--- src/rtl/tun_fifo.sv ---
// small register queue with first-word fall-through read
// no package dependencies; width and depth set by the instantiating module
module tun_fifo #(
   parameter int WIDTH = 8,
   parameter int DEPTH = 4
) (
   input  logic             clock,
   input  logic             reset,
   input  logic             push,
   input  logic [WIDTH-1:0] push_data,
   output logic             full,
   input  logic             pop,
   output logic [WIDTH-1:0] pop_data,
   output logic             empty
);
   localparam int PTR_W = (DEPTH > 1) ? $clog2(DEPTH) : 1;
   localparam int CNT_W = $clog2(DEPTH + 1);

   logic [WIDTH-1:0] mem_ff [DEPTH];
   logic [PTR_W-1:0] wr_ptr_ff, wr_ptr_in, rd_ptr_ff, rd_ptr_in;
   logic [CNT_W-1:0] count_ff, count_in;

   always_comb begin
      wr_ptr_in = wr_ptr_ff;
      rd_ptr_in = rd_ptr_ff;
      count_in  = count_ff;
      if (push) begin
         wr_ptr_in = (wr_ptr_ff == PTR_W'(DEPTH - 1)) ? '0 : wr_ptr_ff + 1'b1;
      end
      if (pop) begin
         rd_ptr_in = (rd_ptr_ff == PTR_W'(DEPTH - 1)) ? '0 : rd_ptr_ff + 1'b1;
      end
      if (push && !pop) begin
         count_in = count_ff + 1'b1;
      end else if (pop && !push) begin
         count_in = count_ff - 1'b1;
      end
   end

   always_ff @(posedge clock) begin
      if (reset) begin
         wr_ptr_ff <= '0;
         rd_ptr_ff <= '0;
         count_ff  <= '0;
      end else begin
         wr_ptr_ff <= wr_ptr_in;
         rd_ptr_ff <= rd_ptr_in;
         count_ff  <= count_in;
      end
   end

   always_ff @(posedge clock) begin
      if (push) begin
         mem_ff[wr_ptr_ff] <= push_data;
      end
   end

   assign full     = (count_ff == CNT_W'(DEPTH));
   assign empty    = (count_ff == '0);
   assign pop_data = mem_ff[rd_ptr_ff];

endmodule

--- config.mk ---
export PLATFORM = sky130hd
export DESIGN_NAME = tun_fifo
export DESIGN_NICKNAME = d
export VERILOG_FILES = /design/src/rtl/tun_fifo.sv
export SDC_FILE = /design/constraint.sdc
export NUM_CORES = 1
export LEC_CHECK = 0
export ABC_AREA = 1
export ABC_CLOCK_PERIOD_IN_PS = 2900
export BUFFER_PORTS_ARGS = -buffer_cell sky130_fd_sc_hd__buf_4
export CORE_MARGIN = 3
export CORE_UTILIZATION = 40
export CTS_CLUSTER_SIZE = 30
export DETAILED_ROUTE_END_ITERATION = 10
export GPL_TIMING_DRIVEN = 0
export PLACE_DENSITY = 0.62
export SLEW_MARGIN = 10
export SYNTH_ARGS = -nofsm -noshare
export SYNTH_HDL_FRONTEND = slang
export SYNTH_SLANG_ARGS = --single-unit
--- constraint.sdc ---
create_clock -name clock -period 2.9 [get_ports clock]
set_clock_uncertainty 0.1 [all_clocks]
set_input_delay 0.29 -clock clock [delete_from_list [all_inputs] [get_ports clock]]
set_output_delay 0.29 -clock clock [all_outputs]
set_load 0.005 [all_outputs]
# Yosys cells after proc, flatten, opt, wreduce, memory -nomap -nowiden
# Memories as Yosys holds them, arrays and structs flattened. A register that Yosys moved wholly into a read port is not among the register bits.
# Cells that the tools add are included.
[classes]
addsub = 4
n_eq_ne = 3
mux = 8
reduce_logical = 6
[op_table]
columns = ["cell", "count"]
rows = [
  ["$mux 2", 4],
  ["$mux 3", 2],
  ["$add 2x1->2 const B", 2],
  ["$eq 2x2->1 const B", 2],
  ["$add 3x1->3 const B", 1],
  ["$eq 3x3->1 const B", 1],
  ["$logic_not 3->1", 1],
  ["$sub 3x1->3 const B", 1],
  ["$logic_and 1x1->1", 2],
  ["$logic_not 1->1", 2],
  ["$mux 1", 2],
  ["$reduce_bool 2->1", 1],
]
[word_totals]
regBits = 7
ramBits = 32
input_bits = 12
out_inout_bits = 10
wordCells = 25
memories = 1
[memory_table]
columns = ["memory", "words", "width", "rd", "rd_clocked_by_memory_dff", "wr", "line", "text"]
rows = [
  ["mem_ff", 4, 8, 1, 1, 1, "19", "logic [WIDTH-1:0] mem_ff [DEPTH];"],
]

# Logic depth before layout (Yosys ltp)
# Gate-level depths: netlist of the first run.
[depth]
depth_word = 4
depth_mapped = 10
ltp_nobuf = 10

# Worst setup path before layout of the first run
# No wires, ideal clock.
[synth_timing]
path_type = "input -> register"
start = "input port pop"
end = "register count_ff[2]"
setup_time_ns = 0.110
arrival_time_ns = 1.231
required_ns = 2.690
setup_slack_ns = 1.459
stages = 10
path_buffers = 0
path_cell_list = "inv_1 ha_1 inv_1 fa_1 inv_1 nand2_1 nand3_1 nand2_1 inv_1 nor2_1"
[synth_via]
elab_chain_cells = 3
[synth_rtl]
columns = ["element", "line", "text"]
rows = [
  ["from (decl)", "12", "input logic pop,"],
  ["$logic_not 1->1", "33", "if (push && !pop) begin"],
  ["$logic_and 1x1->1", "33", ""],
  ["$mux 3 or $reduce_bool 2->1 (tied branches)", "--", ""],
  ["to (signal assigned)", "48", "count_ff <= count_in;"],
  ["to (decl)", "21", "logic [CNT_W-1:0] count_ff, count_in;"],
]
# Parallel ways exist; a longest one is shown, timed or not.
# A chain may end at the register's enable or synchronous reset.

==> results of run 1 <==
[layer usage]
metal | up-vias | wire length [um] | GRT usage [%]
met5 | - | 0 | 0
met1 | 513 | 1256 | 14.83
li1 | 526 | - | -
met2 | 27 | 1586 | 22.77
met3 | 12 | 173 | 5.324
met4 | 0 | 91 | 7.872
[power groups by stage]
| stage | clock [mW] | sequential [mW] | combinational, mW |
|---|---|---|---|
| after floorplan | 0 | 0.695 | 0.0864 |
| after global placement | 0 | 0.700 | 0.154 |
| after detailed placement | 0 | 0.701 | 0.160 |
| after CTS | 0.361 | 0.688 | 0.161 |
| after global routing | 0.394 | 0.691 | 0.178 |
| final | 0.355 | 0.688 | 0.159 |
[through the flow]
stage	utilization, %	setup WS, ns	hold slack [ns]
final	51.11	0.9996	0.07185
after global routing	51.11	0.9255	0.06872
after CTS	51.11	1.024	0.07013
after detailed placement	48.86	1.231	0.3872
after global placement	48.86	1.264	0.3865
after floorplan	-	1.459	0.2624
[synth_stat cells (2+ instances only)]
master	count	area, um^2
o21ai_2	2	17.52
inv_1	15	56.30
nand2_1	8	30.03
nor3_1	4	20.02
nor2_2	2	12.51
buf_6	2	22.52
o21ai_0	15	75.07
nor2_1	22	82.58
dfxtp_1	9	180.2
ha_1	6	75.07
edfxtp_1	32	960.9
o22ai_1	8	50.05
a21oi_1	3	15.01
o21ai_1	2	10.01
[area by class of cell]
cell class / instances / share of cell area [%]
Buffer: 2 / 1.152
Clock inverter: 3 / 0.8957
Sequential cell: 41 / 58.35
Tap cell: 48 / 3.071
Inverter: 16 / 3.071
Clock buffer: 5 / 3.519
Timing Repair Buffer: 21 / 8.061
Multi-Input combinational cell: 76 / 21.88
[flip-flops by register name, summed over array words and instances (netlist names), named ones only]
name       count
count_ff       3
mem_ff        32
wr_ptr_ff      2
rd_ptr_ff      2
[logic make-up (layout without fill, tap and decap cells)]
kind of cell	Yosys count	in the layout	synth area share [%]
xor gates and xnor gates	1	1	0.5304
adders and majority gates	7	7	5.758
buffers and inverters	18	47	4.999
and+or+nand+nor	38	38	9.470
DFF	41	41	69.09
AOI/OAI and AO/OA	30	30	10.15
[worst max path at each step]
stage          startpoint                  endpoint  slack [ns]  cells after the start
6_report        flip-flop               pop_data[3]         1.0                      5
5_1_grt         flip-flop               pop_data[7]        0.93                      4
4_1_cts         flip-flop               pop_data[6]        1.02                      5
3_5_place_dp          pop  count_ff[2]$_SDFFE_PP0P_        1.23                     11
3_3_place_gp          pop  count_ff[2]$_SDFFE_PP0P_        1.26                     11
2_1_floorplan         pop  count_ff[2]$_SDFFE_PP0P_        1.46                     10
[worst reg2reg max path, cell delays in order, from the launching register on]
cell	delay, ns
dfxtp_1	0.42
ha_1	0.22
nand2_1	0.06
inv_1	0.30
==> run summary, run 1 <==
Type of destination of the critical path = output pin
Accumulated negative setup slack = 0 ns
Post-route ant nets = 0
Sequential Power Share = 57.2%
Net switching power = 0.2957 mW
Worst R2R Path Depth = 3
Nets in the synthesized netlist = 154
CTS buffer count = 5
Run status = completed
Commonest non-fill, non-tap cell in the layout = edfxtp_1
Deepest level of the CTS H-tree = 2
Iter 0 DRT Violations = 75
Via count = 1078
Count of distinct cell types in the synthesized netlist = 19
Max-cap violations = 0
Total area of multi-input combinational cells = 427.9 um^2
Port Buffer Count = 21
Initial core utilization = 43.17%
Detail-routed net length per standard cell = 14.66 um
Post-layout instance area = 0.001956 mm^2
Clock Tree Buf Depth = 2
Antenna violations before repair = 0
Most common flop cell mapped by yosys = edfxtp_1
Power density of the placed cells = 614.5 mW/mm^2
Post-placement cell count = 204
Gate Count Post-Synth = 135
Top fanout value on the critical path = 10
P_leak = 0.7839 nW
CTS tree = yes
Layout fillers = 339
Insertion delay of the later-clocked pin in the worst-skew pair = 0.29 ns
Antenna diode count = 0
Part of the cycle the worst path needs = 65.53%
Yosys Warn Count = 0
Clk slew on worst S/H paths = 0.08 ns
Critical Path, Cell by Cell = inv_2, buf_6, nor2_1, o22ai_1, buf_4
Critical Path Max Stage Delay = 0.52 ns
Share of flip-flops with an asynchronous set or reset = 0%
Combinational cell fraction of total power = 13.2%
Clk pwr share = 29.6%
Critical path start-end classification = flip-flop to output pin
Non-Filler Instances = 212
Total power = 1.202 mW
Max Transition Viols Final = 0
Final setup viols = 0
Worst setup slack for register-to-register paths = 1.47 ns
Highest-count cells in the layout ignoring fill and taps = edfxtp_1 (32), nor2_1 (22), buf_4 (21), inv_1 (15), o21ai_0 (15)
Floorplan die width = 70.26 um
Fraction of layout instances using a drive strength above 1 = 21.95%
Hold Path Class = primary input to flip-flop
Synth Area per Inst = 12.23 um^2
Worst reg2reg startpoint = wr_ptr_ff[0]$_SDFFE_PP0P_
Worst slew pin tran = 0.3974 ns
Arrival time reported for the critical path endpoint = 1.51 ns
Vias in the first global route = 1072
Hold path cells = 2
Endpoint of the worst hold-timing path = count_ff[0]$_SDFFE_PP0P_
Clock Tree Root = clkbuf_8
R2R Path End = mem_ff[3][6]$_DFFE_PP_
Number of remaining DRC errors = 0
Total wirelength of the detailed-routed design = 3.108 mm
Share of synthesized area occupied by flip-flops and latches = 69.09%
Global Route Usage Sum = 13.74%
Critical path startpoint category = flip-flop
Slew margin rel. = 73.48%
Worst endpoint required time = 2.51 ns
Gr ovfl total = 0
Hold-fix buffers, CTS = 0
Number of sinks handled by clock tree synthesis = 41
Total area of sequential cells = 0.001141 mm^2
NumNets Final = 182
Unrepaired setup endpoints after global routing = false
Area enclosed by the die boundary = 0.004936 mm^2
Count of standard-cell rows = 22
DP Wirelength = 2.113 mm
Cell class contributing the biggest share of worst-path delay = flip-flops
Slowest stage cell, crit path = dfxtp_1
Worst hold start = reset
Flip-flop and latch count after synthesis = 41
Chip Height = 70.26 um
Core ar. = 0.003826 mm^2
Gp weighted congestion = 0.6726
Number of synthesized flops with an enable pin = 32
Peak supply drop = 0.0003736 V
Detail-routed via count per cell = 5.085
Cell-internal power = 0.9061 mW
Worst path bufs/invs = 3
Post-cts gate resize count = 0
Final hold vios = 0
Minimum clock period = 1.900 ns
Top Ports = 22
Synthesized area = 0.001652 mm^2
Switching part of the total = 24.61%
First-pass GRT wire length = 4.981 mm
DP Area = 0.001869 mm^2
Maximum clock rate = 526.2 MHz
1st-pass router iterations = 4
Layout Area Growth over Synthesis = 18.41%
Pin count of the biggest net entering global routing = 14
Number of setup buffers added after CTS = 0
Note: power is estimated with default switching activity, not from simulation.
==> run 2: changes to the inputs <==
Settings changed: ABC_CLOCK_PERIOD_IN_PS 2900 to 1870.
Clock period 2.9 ns to 1.87 ns, I/O delays scaled along.
==> run 2 against run 1 <==
Utilization up 2.4 points. Total power is 56% higher. Die area stayed put. Critical endpoint unchanged. Setup slack worse by 0.93 ns. Via count up 2.8%. First-iteration DRC count decreased by 32%. Design area is 4.6% higher. Largest power group unchanged. Routed wire length increased by 1.1%. Clock power rose by 55%. Worst hold slack better by 0.018 ns. Non-clock buffer count up 9. Combinational power is 64% higher.
==> run summary, run 2 (same netlist as run 1, synthesis figures left out) <==
Critical Path Max Stage Delay = 0.52 ns (about the same)
Deepest level of the CTS H-tree = 2 (unchanged)
Critical path startpoint category = flip-flop
Worst slew pin tran = 0.3968 ns (-0.0005687 ns)
Top Ports = 22 (unchanged)
Number of setup buffers added after CTS = 0 (unchanged)
Insertion delay of the later-clocked pin in the worst-skew pair = 0.29 ns (about the same)
Post-placement cell count = 204 (unchanged)
Detail-routed via count per cell = 5.014 (-1.4%)
Critical path start-end classification = flip-flop to output pin
Accumulated negative setup slack = 0 ns (unchanged)
First-pass GRT wire length = 4.995 mm (+0.28%)
Post-route ant nets = 0 (unchanged)
Antenna violations before repair = 0 (unchanged)
Cell class contributing the biggest share of worst-path delay = flip-flops
Gr ovfl total = 0 (unchanged)
Gp weighted congestion = 0.6726 (unchanged)
Final Hold Slack = 0.09021 ns (+0.01836 ns)
Clock Tree Buf Depth = 2 (unchanged)
Highest-count cells in the layout ignoring fill and taps = edfxtp_1 (32), nor2_1 (22), buf_4 (21), o21ai_0 (15), inv_1 (14)
Port Buffer Count = 21 (unchanged)
Slew margin rel. = 73.52% (about the same)
Worst endpoint required time = 1.58 ns (-0.93 ns)
Slowest stage cell, crit path = dfxtp_1
Clk slew on worst S/H paths = 0.08 ns (about the same)
Pre-CTS setup slack = 0.3045 ns (-0.9270 ns)
Max reg flops = 32 (unchanged)
Top reg by flops = mem_ff
Power density of the placed cells = 917.5 mW/mm^2 (+49%)
Fraction of layout instances using a drive strength above 1 = 21.39% (-0.56 points)
Peak supply drop = 0.0005785 V (+55%)
Final worst slack = 0.07339 ns (-0.9262 ns)
Clock Tree Root = clkbuf_8
Commonest non-fill, non-tap cell in the layout = edfxtp_1
Max-cap violations = 0 (unchanged)
Global Route Usage Sum = 13.73% (about the same)
Post-layout instance area = 0.002046 mm^2 (+4.6%)
Arrival time reported for the critical path endpoint = 1.51 ns (about the same)
Type of destination of the critical path = output pin
Total wirelength of the detailed-routed design = 3.141 mm (+1.1%)
Critical Path, Cell by Cell = inv_2, buf_6, nor2_1, o22ai_1, buf_4
CTS tree = yes
Chip Height = 70.26 um (unchanged)
Minimum clock period = 1.797 ns
Count of standard-cell rows = 22 (unchanged)
Iter 0 DRT Violations = 51 (-32%)
Final hold vios = 0 (unchanged)
CTS buffer count = 5 (unchanged)
Top fanout value on the critical path = 10 (unchanged)
P_leak = 0.8212 nW (+4.8%)
Largest registers = mem_ff (32), count_ff (3)
Core ar. = 0.003826 mm^2 (unchanged)
Unrepaired setup endpoints after global routing = false
Vias in the first global route = 1073 (+0.093%)
NumNets Final = 191 (+4.9%)
Number of sinks handled by clock tree synthesis = 41 (unchanged)
Fraction of the core area covered by cells at the end of the flow = 53.47% (+2.4 points)
Worst path bufs/invs = 3 (unchanged)
Part of the cycle the worst path needs = 96.08%
Run status = completed
Layout Area Growth over Synthesis = 23.86%
Initial core utilization = 43.17% (unchanged)
Floorplan die width = 70.26 um (unchanged)
Pin count of the biggest net entering global routing = 14 (unchanged)
DP Wirelength = 2.113 mm (unchanged)
Maximum clock rate = 556.6 MHz
Area enclosed by the die boundary = 0.004936 mm^2 (unchanged)
Via count = 1108 (+2.8%)
Number of remaining DRC errors = 0 (unchanged)
1st-pass router iterations = 4 (unchanged)
Max Transition Viols Final = 0 (unchanged)
Total power = 1.877 mW (+56%)
Non-Filler Instances = 221 (+4.2%)
Detail-routed net length per standard cell = 14.21 um (-3.1%)
Hold Path Class = primary input to flip-flop
Final setup viols = 0 (unchanged)
DP Area = 0.001869 mm^2 (unchanged)
Antenna diode count = 0 (unchanged)
-- run 2: changes by cell type in the layout (fill, tap and decap cells not counted), sizes merged --
cell and delta:
dlygate4sd3 +9
-- run 2: final cells by class --
cell class                 count  area [um^2]
tap                           48        60.06
clock inverter                 3        17.52
fill                         333         1780
sequential                    41         1141
buffer                         2        22.52
timing repair buffer          30        247.7
clock buffer                   5        68.82
inverter                      16        60.06
multi-input combinational     76        427.9
-- run 2: per-layer routing --
metal	GRT usage [%]	share of wire, %	up-vias
met5	0	0	-
met1	15.08	41	521
met2	22.66	51	31
met4	7.872	3.0	0
met3	5.036	5.6	12
li1	-	-	544
-- run 2: worst paths after layout --
kind,startpoint,end,slack [ns],cells past startpoint
max reg2reg,wr_ptr_ff[0]$_SDFFE_PP0P_,mem_ff[3][6]$_DFFE_PP_,0.45,3
max,flip-flop,pop_data[3],0.07,5
min reg2reg,rd_ptr_ff[1]$_SDFFE_PP0P_,flip-flop,0.44,2
min,pop,flip-flop,0.09,3
-- run 2: worst register-to-register path, delay by kind of cell (launching register included) --
| family | cells | cell delay (ns) |
|---|---|---|
| DFF | 1 | 0.42 |
| buffers and inverters | 1 | 0.29 |
| adders and majority gates | 1 | 0.21 |
| and+or+nand+nor | 1 | 0.06 |
-- run 2: power by group --
group | internal, mW | switching, mW
Combinational | 0.127 | 0.134
Clock | 0.257 | 0.292
Sequential | 1.03 | 0.0336
-- run 2: timing repair --
| item | 4_1_cts | 5_1_grt |
|---|---|---|
| setup endpoints to repair | 0 | 1 |
| hold endpoints to repair | 36 | 0 |
| hold buffers | 9 | 0 |
| gates resized for setup | 0 | 1 |
==> run 3: changes to the inputs <==
Settings changed: CELL_PAD_IN_SITES_DETAIL_PLACEMENT set to 0, CELL_PAD_IN_SITES_GLOBAL_PLACEMENT set to 1, PLACE_DENSITY 0.62 to 0.73.
==> run 3 against run 2 <==
Non-clock buffer count did not move. Clock power grew 4.4%. Routed wire length is 3.0% lower. Critical path type unchanged. Via count fell by 2.8%. Utilization grew 0.098 points. Count of clock-buffer cells in the layout is 3 higher. Critical path depth unchanged. Maximum frequency rose by 4.1%. Worst hold slack better by 0.013 ns. Total power rose by 1.0%.
==> run summary, run 3 (same netlist as run 1, synthesis figures left out) <==
Run status = completed
Fraction of layout instances using a drive strength above 1 = 19.65% (-1.7 points)
Worst setup slack for register-to-register paths = 0.47 ns (+0.02 ns)
CTS buffer count = 5 (unchanged)
DP Area = 0.001869 mm^2 (unchanged)
Global Route Usage Sum = 13.05% (-0.68 points)
Critical Path, Cell by Cell = inv_2, buf_6, nor2_1, o22ai_1, buf_4
Sequential Power Share = 56.3% (-0.5 points)
Commonest non-fill, non-tap cell in the layout = edfxtp_1
Iter 0 DRT Violations = 65 (+27%)
Cell-internal power = 1.461 mW (+3.1%)
Gp weighted congestion = 0.6846 (+1.8%)
Count of standard-cell rows = 22 (unchanged)
Port Buffer Count = 21 (unchanged)
Via count = 1077 (-2.8%)
Floorplan die width = 70.26 um (unchanged)
Clk pwr share = 30.2% (+0.9 points)
Detail-routed via count per cell = 4.873 (-2.8%)
Arrival time reported for the critical path endpoint = 1.44 ns (-0.07 ns)
1st-pass router iterations = 5 (+1)
Non-Filler Instances = 221 (unchanged)
Post-layout instance area = 0.002049 mm^2 (+0.18%)
P_leak = 0.8230 nW (+0.22%)
Endpoint of the worst hold-timing path = rd_ptr_ff[1]$_SDFFE_PP0P_
Hold Path Class = primary input to flip-flop
Final hold vios = 0 (unchanged)
Worst hold start = pop
Post-cts gate resize count = 0 (unchanged)
Layout Area Growth over Synthesis = 24.09%
Clock Tree Root = clkbuf_8
Initial core utilization = 43.17% (unchanged)
Final Hold Slack = 0.1029 ns (+0.01273 ns)
Max reg flops = 32 (unchanged)
Top fanout value on the critical path = 10 (unchanged)
Antenna diode count = 0 (unchanged)
Number of sinks handled by clock tree synthesis = 41 (unchanged)
Gr ovfl total = 0 (unchanged)
Max Transition Viols Final = 0 (unchanged)
Final setup viols = 0 (unchanged)
Max-cap violations = 0 (unchanged)
Minimum clock period = 1.725 ns (-0.07155 ns)
Deepest level of the CTS H-tree = 2 (unchanged)
Peak supply drop = 0.0005255 V (-9.2%)
Pre-CTS setup slack = 0.3202 ns (+0.01572 ns)
Accumulated negative setup slack = 0 ns (unchanged)
Critical path startpoint category = flip-flop
Clock Tree Buf Depth = 2 (unchanged)
Post-placement cell count = 204 (unchanged)
Pin count of the biggest net entering global routing = 13 (-1)
Total power = 1.896 mW (+1.0%)
Hold path cells = 3 (unchanged)
Part of the cycle the worst path needs = 92.25% (-3.8 points)
Combinational cell fraction of total power = 13.5% (-0.4 points)
Area enclosed by the die boundary = 0.004936 mm^2 (unchanged)
Post-route ant nets = 0 (unchanged)
Largest registers = mem_ff (32), count_ff (3)
Critical path start-end classification = flip-flop to output pin
Chip Height = 70.26 um (unchanged)
Worst R2R Path Depth = 3 (unchanged)
Slew margin rel. = 73.14% (-0.38 points)
Worst reg2reg startpoint = wr_ptr_ff[0]$_SDFFE_PP0P_
Number of remaining DRC errors = 0 (unchanged)
Final worst slack = 0.1449 ns (+0.07155 ns)
Worst endpoint required time = 1.58 ns (about the same)
Antenna violations before repair = 0 (unchanged)
NumNets Final = 191 (unchanged)
Insertion delay of the later-clocked pin in the worst-skew pair = 0.28 ns (about the same)
Highest-count cells in the layout ignoring fill and taps = edfxtp_1 (32), nor2_1 (22), buf_4 (21), inv_1 (15), o21ai_0 (15)
Power density of the placed cells = 925.1 mW/mm^2 (+0.83%)
Clk slew on worst S/H paths = 0.07 ns (about the same)
Fraction of the core area covered by cells at the end of the flow = 53.56% (+0.098 points)
First-pass GRT wire length = 4.864 mm (-2.6%)
R2R Path End = mem_ff[3][6]$_DFFE_PP_
Critical Path Max Stage Delay = 0.51 ns (about the same)
Top reg by flops = mem_ff
Slowest stage cell, crit path = dfxtp_1
Detail-routed net length per standard cell = 13.78 um (-3.0%)
Vias in the first global route = 1021 (-4.8%)
Switching part of the total = 22.93% (-1.5 points)
Core ar. = 0.003826 mm^2 (unchanged)
DP Wirelength = 2.064 mm (-2.3%)
Maximum clock rate = 579.7 MHz (+4.1%)
CTS tree = yes
Top Ports = 22 (unchanged)
Total wirelength of the detailed-routed design = 3.046 mm (-3.0%)
Unrepaired setup endpoints after global routing = false
Net switching power = 0.4348 mW (-5.4%)
Type of destination of the critical path = output pin
Worst slew pin tran = 0.4024 ns (+0.005661 ns)
==> run 3: area by class of cell <==
type	count	area [um^2]
buffer	2	22.52
clock buffer	8	90.09
fill	331	1777
inverter	16	60.06
multi-input combinational	76	427.9
sequential	41	1141
tap	48	60.06
timing repair buffer	30	247.7
==> run 3: what timing repair did <==
action,in CTS,in global routing
hold endpoints to repair,30,4
setup endpoints to repair,0,0
buffers inserted,0,0
hold buffers,8,1
==> run 3: worst max-delay path by stage <==
stage | slack (ns) | cells after the start | endpoint
finish | 0.14 | 5 | pop_data[7]
global route | 0.02 | 5 | pop_data[7]
CTS | 0.10 | 5 | pop_data[7]
detailed placement | 0.32 | 11 | count_ff[2]$_SDFFE_PP0P_
global placement | 0.34 | 11 | count_ff[2]$_SDFFE_PP0P_
floorplan | 0.53 | 10 | count_ff[2]$_SDFFE_PP0P_
==> run 3: power groups by stage <==
stage                     clock network, mW  registers [mW]  logic, mW
after CTS                             0.588            1.07      0.260
after floorplan                           0            1.08      0.134
after global routing                  0.627            1.07      0.291
after global placement                    0            1.08      0.237
after detailed placement                  0            1.09      0.245
final                                 0.573            1.07      0.256
==> run 3: critical path, delay by kind of cell (launching register included) <==
family                 cells  cell delay, ns
AND/OR/NAND/NOR            1            0.09
buffers and inverters      3            0.44
AO/OA/AOI/OAI              1            0.11
flip-flops                 1            0.51
==> run 3: per-layer routing <==
metal  up-vias  part of all wire (%)  track usage, %
li1        544                     -               -
met3         5                   6.0           5.180
met2        25                    49           21.73
met1       503                    44           15.49
met5         -                     0               0
met4         0                   1.1           3.830
